$ cat src/hw/rtl/erx_pkg.sv
// erx_pkg: shared types and constants for the escaped frame receiver.
// Configuration register set, register indexes and the result beat layout.
// No dependencies.
`timescale 1ns / 1ps
`default_nettype none

package erx_pkg;

	localparam int unsigned BYTE_W   = 8;
	localparam int unsigned VALUE_W  = 16;
	localparam int unsigned CFG_IDX_W = 2;

	// Register indexes on the configuration port
	localparam logic [CFG_IDX_W-1:0] REG_START_CODE = 2'd0;
	localparam logic [CFG_IDX_W-1:0] REG_ESC_CODE   = 2'd1;
	localparam logic [CFG_IDX_W-1:0] REG_ESC_XOR    = 2'd2;

	// Register reset values
	localparam logic [BYTE_W-1:0] START_CODE_RST = 8'h02;
	localparam logic [BYTE_W-1:0] ESC_CODE_RST   = 8'h7D;
	localparam logic [BYTE_W-1:0] ESC_XOR_RST    = 8'h20;

	typedef struct packed {
		logic [BYTE_W-1:0] start_code;
		logic [BYTE_W-1:0] esc_code;
		logic [BYTE_W-1:0] esc_xor;
	} cfg_t;

	typedef struct packed {
		logic [VALUE_W-1:0] value;
		logic               checksum_ok;
	} result_t;

endpackage

`default_nettype wire

$ cat src/hw/rtl/escaped_frame_receiver.sv
// escaped_frame_receiver: top level of the byte-stuffed frame receiver.
// Instantiates erx_cfg, erx_deframe and erx_out_reg; depends on erx_pkg.
`timescale 1ns / 1ps
`default_nettype none

// The receiver takes one raw serial byte per input beat and returns one result
// beat per complete frame: head byte, two payload bytes (either may be sent as
// escape byte plus masked byte), then an additive checksum byte that covers every
// raw byte after the head. The result carries the big-endian 16-bit payload and
// checksum_ok; a frame whose checksum mismatches is still reported, with the
// flag clear. Bytes outside a frame that are not the head byte are dropped. A
// byte is accepted in every cycle unless the input side stalls (see below): it
// lands in an input register, small compare, XOR and 8-bit add logic updates the
// frame state, and the checksum beat writes the result register, from which the
// consumer takes the result beat. The input side stalls only while a checksum
// byte sits in the input register and the result register holds a beat that
// the consumer is not taking. The start code, escape code and escape mask
// registers are written through cfg_wen/cfg_idx/cfg_wdata; the user must write
// them only while no frame is in flight, as the block does not enforce this.
module escaped_frame_receiver (
	input  wire logic                           clk,
	input  wire logic                           arst_n,
	// configuration write port
	input  wire logic                           cfg_wen,
	input  wire logic [erx_pkg::CFG_IDX_W-1:0]  cfg_idx,
	input  wire logic [erx_pkg::BYTE_W-1:0]     cfg_wdata,
	// input channel
	input  wire logic                           in_valid,
	output logic                                in_ready,
	input  wire logic [erx_pkg::BYTE_W-1:0]     rx_byte,
	// result channel
	output logic                                out_valid,
	input  wire logic                           out_ready,
	output logic [erx_pkg::VALUE_W-1:0]         value,
	output logic                                checksum_ok
);
	import erx_pkg::*;

	cfg_t    cfg;
	result_t res;
	result_t out_res;
	logic    res_valid;
	logic    res_ready;

	// Register bank; values take effect from the next byte processed
	erx_cfg u_cfg (
		.clk       (clk),
		.arst_n    (arst_n),
		.cfg_wen   (cfg_wen),
		.cfg_idx   (cfg_idx),
		.cfg_wdata (cfg_wdata),
		.cfg       (cfg)
	);

	// Input register plus frame state: unescape, sum, capture payload
	erx_deframe u_deframe (
		.clk       (clk),
		.arst_n    (arst_n),
		.cfg       (cfg),
		.in_valid  (in_valid),
		.in_byte   (rx_byte),
		.in_ready  (in_ready),
		.res_valid (res_valid),
		.res       (res),
		.res_ready (res_ready)
	);

	// Hold the finished result until the consumer takes the beat
	erx_out_reg u_out_reg (
		.clk       (clk),
		.arst_n    (arst_n),
		.res_valid (res_valid),
		.res       (res),
		.res_ready (res_ready),
		.out_valid (out_valid),
		.out_res   (out_res),
		.out_ready (out_ready)
	);

	assign value       = out_res.value;
	assign checksum_ok = out_res.checksum_ok;

endmodule

`default_nettype wire

$ cat src/hw/rtl/erx_cfg.sv
// erx_cfg: configuration register bank of the escaped frame receiver.
// Depends on erx_pkg for register indexes, reset values and cfg_t.
`timescale 1ns / 1ps
`default_nettype none

module erx_cfg (
	input  wire logic                            clk,
	input  wire logic                            arst_n,
	input  wire logic                            cfg_wen,
	input  wire logic [erx_pkg::CFG_IDX_W-1:0]   cfg_idx,
	input  wire logic [erx_pkg::BYTE_W-1:0]      cfg_wdata,
	output erx_pkg::cfg_t                        cfg
);
	import erx_pkg::*;

	cfg_t cfg_q;

	always_ff @(posedge clk or negedge arst_n) begin
		if (!arst_n) begin
			cfg_q.start_code <= START_CODE_RST;
			cfg_q.esc_code   <= ESC_CODE_RST;
			cfg_q.esc_xor    <= ESC_XOR_RST;
		end else if (cfg_wen) begin
			case (cfg_idx)
				REG_START_CODE: cfg_q.start_code <= cfg_wdata;
				REG_ESC_CODE:   cfg_q.esc_code   <= cfg_wdata;
				REG_ESC_XOR:    cfg_q.esc_xor    <= cfg_wdata;
				default: ; // drop writes to unused indexes
			endcase
		end
	end

	assign cfg = cfg_q;

endmodule

`default_nettype wire

$ cat src/hw/rtl/erx_deframe.sv
// erx_deframe: input byte register and deframing state machine.
// Unescapes payload, keeps the running sum and forms one result per frame.
// Depends on erx_pkg for cfg_t and result_t.
`timescale 1ns / 1ps
`default_nettype none

module erx_deframe (
	input  wire logic                        clk,
	input  wire logic                        arst_n,
	input  wire erx_pkg::cfg_t               cfg,
	input  wire logic                        in_valid,
	input  wire logic [erx_pkg::BYTE_W-1:0]  in_byte,
	output logic                             in_ready,
	output logic                             res_valid,
	output erx_pkg::result_t                 res,
	input  wire logic                        res_ready
);
	import erx_pkg::*;

	localparam logic [1:0] PH_IDLE   = 2'd0;
	localparam logic [1:0] PH_FIRST  = 2'd1;
	localparam logic [1:0] PH_SECOND = 2'd2;
	localparam logic [1:0] PH_CHECK  = 2'd3;

	logic              vld_s1;
	logic [BYTE_W-1:0] byte_s1;

	logic [1:0]        phase_q;
	logic              esc_q;
	logic [BYTE_W-1:0] sum_q;
	logic [BYTE_W-1:0] high_q;
	logic [BYTE_W-1:0] low_q;

	logic              fire;
	logic              store;
	logic [BYTE_W-1:0] payload;

	// A checksum byte needs room in the result register; others always proceed
	assign fire     = vld_s1 && ((phase_q != PH_CHECK) || res_ready);
	assign in_ready = !vld_s1 || fire;

	assign res_valid = vld_s1 && (phase_q == PH_CHECK);
	// value first, then checksum_ok
	assign res       = {high_q, low_q, (byte_s1 == sum_q)};

	assign payload = esc_q ? (byte_s1 ^ cfg.esc_xor) : byte_s1;
	assign store   = esc_q || (byte_s1 != cfg.esc_code);

	always_ff @(posedge clk or negedge arst_n) begin
		if (!arst_n) begin
			vld_s1 <= 1'b0;
		end else if (in_valid && in_ready) begin
			vld_s1 <= 1'b1;
		end else if (fire) begin
			vld_s1 <= 1'b0;
		end
	end

	always_ff @(posedge clk) begin
		if (in_valid && in_ready) begin
			byte_s1 <= in_byte;
		end
	end

	always_ff @(posedge clk or negedge arst_n) begin
		if (!arst_n) begin
			phase_q <= PH_IDLE;
			esc_q   <= 1'b0;
			sum_q   <= '0;
			high_q  <= '0;
			low_q   <= '0;
		end else if (fire) begin
			case (phase_q)
				PH_IDLE: begin
					if (byte_s1 == cfg.start_code) begin
						phase_q <= PH_FIRST;
						esc_q   <= 1'b0;
						sum_q   <= '0;
					end
				end
				PH_FIRST, PH_SECOND: begin
					sum_q <= sum_q + byte_s1;
					esc_q <= !store;
					if (store) begin
						if (phase_q == PH_FIRST) begin
							high_q  <= payload;
							phase_q <= PH_SECOND;
						end else begin
							low_q   <= payload;
							phase_q <= PH_CHECK;
						end
					end
				end
				default: begin
					phase_q <= PH_IDLE;
					esc_q   <= 1'b0;
				end
			endcase
		end
	end

endmodule

`default_nettype wire

$ cat src/hw/rtl/erx_out_reg.sv
// erx_out_reg: result register between the deframer and the output channel.
// Depends on erx_pkg for result_t.
`timescale 1ns / 1ps
`default_nettype none

module erx_out_reg (
	input  wire logic              clk,
	input  wire logic              arst_n,
	input  wire logic              res_valid,
	input  wire erx_pkg::result_t  res,
	output logic                   res_ready,
	output logic                   out_valid,
	output erx_pkg::result_t       out_res,
	input  wire logic              out_ready
);
	import erx_pkg::*;

	logic    valid_q;
	result_t res_q;

	assign res_ready = !valid_q || out_ready;

	always_ff @(posedge clk or negedge arst_n) begin
		if (!arst_n) begin
			valid_q <= 1'b0;
		end else if (res_ready) begin
			valid_q <= res_valid;
		end
	end

	always_ff @(posedge clk) begin
		if (res_valid && res_ready) begin
			res_q <= res;
		end
	end

	assign out_valid = valid_q;
	assign out_res   = res_q;

endmodule

`default_nettype wire
$ cat config.mk
export PLATFORM = sky130hd
export DESIGN_NAME = escaped_frame_receiver
export DESIGN_NICKNAME = d
export VERILOG_FILES = /design/src/hw/rtl/erx_pkg.sv /design/src/hw/rtl/escaped_frame_receiver.sv /design/src/hw/rtl/erx_cfg.sv /design/src/hw/rtl/erx_deframe.sv /design/src/hw/rtl/erx_out_reg.sv
export SDC_FILE = /design/constraint.sdc
export NUM_CORES = 1
export LEC_CHECK = 0
export BUFFER_PORTS_ARGS = -buffer_cell sky130_fd_sc_hd__buf_2
export CAP_MARGIN = 20
export CORE_UTILIZATION = 38
export CTS_CLUSTER_SIZE = 14
export DETAILED_ROUTE_END_ITERATION = 16
export GPL_TIMING_DRIVEN = 0
export PLACE_DENSITY = 0.65
export SETUP_SLACK_MARGIN = 0.1
export SKIP_CTS_REPAIR_TIMING = 1
export SYNTH_ARGS = -nofsm -noshare
export SYNTH_HDL_FRONTEND = slang
export SYNTH_HIERARCHICAL = 1
export SYNTH_SLANG_ARGS = --single-unit
$ cat constraint.sdc
create_clock -name clk -period 1.9 [get_ports clk]
set_input_delay 0.285 -clock clk [delete_from_list [all_inputs] [get_ports clk]]
set_output_delay 0.285 -clock clk [all_outputs]
set_load 0.1 [all_outputs]
==> results.sh <==
export IMPL_fin_ws_ns=-0.07084
export IMPL_critPathKind="flip-flop to flip-flop"
export IMPL_synth_warnings=6
export IMPL_insertion_delay_ns=0.36
export IMPL_ant_nets=0
export IMPL_ctsHtreeMaxLevel=3
export IMPL_start_kind="flip-flop"
export IMPL_drive_above_1_share=0.4900
export IMPL_violations="design-rule violations, negative setup slack"
export IMPL_root_buffer="clkbuf_8"
export IMPL_power_density_nw_per_um2=1462
export IMPL_worstPathCellList="ha_2 -> fa_2 -> a21o_1 -> a21oi_2 -> o21bai_1 -> a21oi_1 -> xnor2_1 -> a22o_1"
export IMPL_fin_hold_ws_ns=0.1009
export IMPL_placedInstanceArea_sq_um=3902
export IMPL_yosys_top_cells_area="dfrtp_1, edfxtp_1, mux2_2"
export IMPL_overflow=0
export IMPL_place_congestion=0.8033
export IMPL_nets=381
export IMPL_io_buffers=41
export IMPL_syn_nets=304
export IMPL_ys_types=43
export IMPL_dp_worst_setup_slack_ns=-0.1668
export IMPL_layout_min_cycle_time_ns=1.971
export IMPL_slowest_delay_ns=0.44
export IMPL_cp_slowest_cell="edfxtp_1"
export IMPL_die_width_microns=98.14
export IMPL_relSlewSlack=0.6248
export IMPL_ys_flop_type="dfrtp_1"
export IMPL_synth_seq_cells=78
export IMPL_n_fill_cell=762
export IMPL_cap_violations=0
export IMPL_core_rowCount=34
export IMPL_wl_microns=7198
export IMPL_syn_area_sq_um=3512
export IMPL_r2r_slack_ns=-0.07
export IMPL_yosysSeqAreaShare=0.5942
export IMPL_synth_most_common_cell="dfrtp_1"
export IMPL_dp_hpwl_microns=4716
export IMPL_io_pins=42
export IMPL_final_area_sq_um=4623
export IMPL_cts_made_buffers=9
export IMPL_fmax_mhz=507.4
export IMPL_skew_ns=0.009036
export IMPL_synthCells=267
export IMPL_grt_usage=0.1456
export IMPL_crit_buf_inv=0
export IMPL_async_flop_share=0.6795
export IMPL_ys_top_cells_by_count="dfrtp_1, edfxtp_1, mux2_2, a21oi_1, nor2_1"
export IMPL_clkTransAtPathRegs_ns=0.09
export IMPL_synth_top_area_frac=0.3206
export IMPL_critical_path_top_delay_family="compound AO/OA/AOI/OAI gates"
export IMPL_worstMarginPinSlew_ns=0.5628
export IMPL_post_route_period_util=1.037
export IMPL_die_area_sq_um=9630
export IMPL_dr_total_vias=2303
export IMPL_grt_antenna_before_repair=0
export IMPL_report_final_slew_viol_count=0
export IMPL_synth_edff_count=25
export IMPL_vdd_ir_drop_max_mv=0.5653
export IMPL_diodes=0
export IMPL_worstSetupEndpointType="flip-flop"
export IMPL_start_util=0.3969
export IMPL_routedWlPerCell_microns=15.75
export IMPL_cts_tree="done"
export IMPL_core_sq_um=8848
export IMPL_critical_path_required_ns=2.15
export IMPL_outcome="finished with violations"
export IMPL_vias_per_cell=5.039
export IMPL_first_iter_violations=68
export IMPL_multi_input_area_sq_um=1667
export IMPL_drcViolationCount=3
export IMPL_dieHeight_microns=98.14
export IMPL_critPathArrivalTime_ns=2.22
export IMPL_fin_util=0.5225
export IMPL_firstDrtPassIters=12
export IMPL_syn_mean_instance_area_sq_um=13.15
export IMPL_clockBufferDepth=2
export IMPL_area_growth_pct=31.64
export IMPL_setup_viol_count_final=7
export IMPL_first_global_vias=2149
export IMPL_seqCellArea_sq_um=2091
export IMPL_holdCritPathClass="primary input to flip-flop"
export IMPL_hold_violations=0
export IMPL_total_power_uw=6759
export IMPL_p_leak_uw=0.001900
export IMPL_grt_pass1_wl_microns=10500
export IMPL_crit_fanout=2
export IMPL_synth_top_cell_by_area="dfrtp_1"
export IMPL_rsz0062_at_grt="yes"
export IMPL_clock_sinks=78
export IMPL_grt_max_degree=42
-- final timing paths --
path,startpoint,endpoint,cells past startpoint
worst max-delay path,u_deframe/byte_s1[0]$_DFFE_PP_,u_deframe/sum_q[6]$_DFFE_PN0P_,8
worst min-delay path,rx_byte[0],u_deframe/byte_s1[0]$_DFFE_PP_,1
worst max register to register,u_deframe/byte_s1[0]$_DFFE_PP_,u_deframe/sum_q[6]$_DFFE_PN0P_,8
worst min register to register,u_deframe/high_q[2]$_DFFE_PN0P_,u_out_reg/out_res[11]$_DFFE_PP_,0
max in group asynchronous,arst_n,u_cfg/cfg[14]$_DFFE_PN1P_,3
min in group asynchronous,arst_n,u_deframe/sum_q[3]$_DFFE_PN0P_,2
-- cells by family after synthesis --
| kind of cell | Yosys count | synth area share |
|---|---|---|
| flops | 78 | 0.5942 |
| compound gates | 42 | 0.07553 |
| xor+xnor | 30 | 0.07481 |
| mux | 26 | 0.08301 |
| simple gates | 69 | 0.1090 |
| fa+ha+maj | 14 | 0.05201 |
| buf+inv | 8 | 0.01140 |
-- through the flow --
stage	cells	setup TNS [ns]
after floorplan	267	0
after CTS	433	-2.839
after global routing	457	-1.056
after global placement	416	-1.777
after detailed placement	417	-2.193
final	457	-0.1923
-- registers in the layout, indices dropped and copies added, names as in the netlist --
register and cells:
u_deframe/esc_q 1, u_out_reg/out_valid 1, u_deframe/high_q 8, u_cfg/cfg 24, u_deframe/vld_s1 1, u_deframe/phase_q 2
u_deframe/low_q 8, u_deframe/sum_q 8, u_deframe/byte_s1 8, u_out_reg/out_res 17
-- final cells by class --
type                       instances  share of cell area
inverter                           4            0.003248
multi-input combinational        181              0.3605
clock inverter                     7             0.02111
timing repair buffer              66             0.09797
tap                              108             0.02923
clock buffer                       9             0.02679
sequential                        78              0.4522
buffer                             4            0.008931
-- where the power goes --
part | switching, uW | internal (uW)
Sequential | 321 | 2290
Combinational | 1630 | 1140
Clock | 632 | 744
Total | 2590 | 4170
-- routing by layer --
metal	part of all wire	track usage	vias to the layer above
met4	0.014	0.06315	0
li1	-	-	1101
met2	0.50	0.2286	47
met3	0.033	0.03937	10
met1	0.45	0.1903	1145
met5	0	0	-
-- cells in the final DEF, fill, tap and decap left out, types with 8 or more instances in the layout --
master and count:
buf_6 10, edfxtp_1 25, buf_4 15, xnor2_1 9, clkbuf_8 9, a21oi_1 12
nor2_4 8, buf_2 40, mux2_2 24, dfrtp_1 42, dfstp_2 8, xor2_1 18
a21oi_2 10, nand2_1 18, nor2_1 10
No activity file was read; power rests on OpenSTA's default activity.
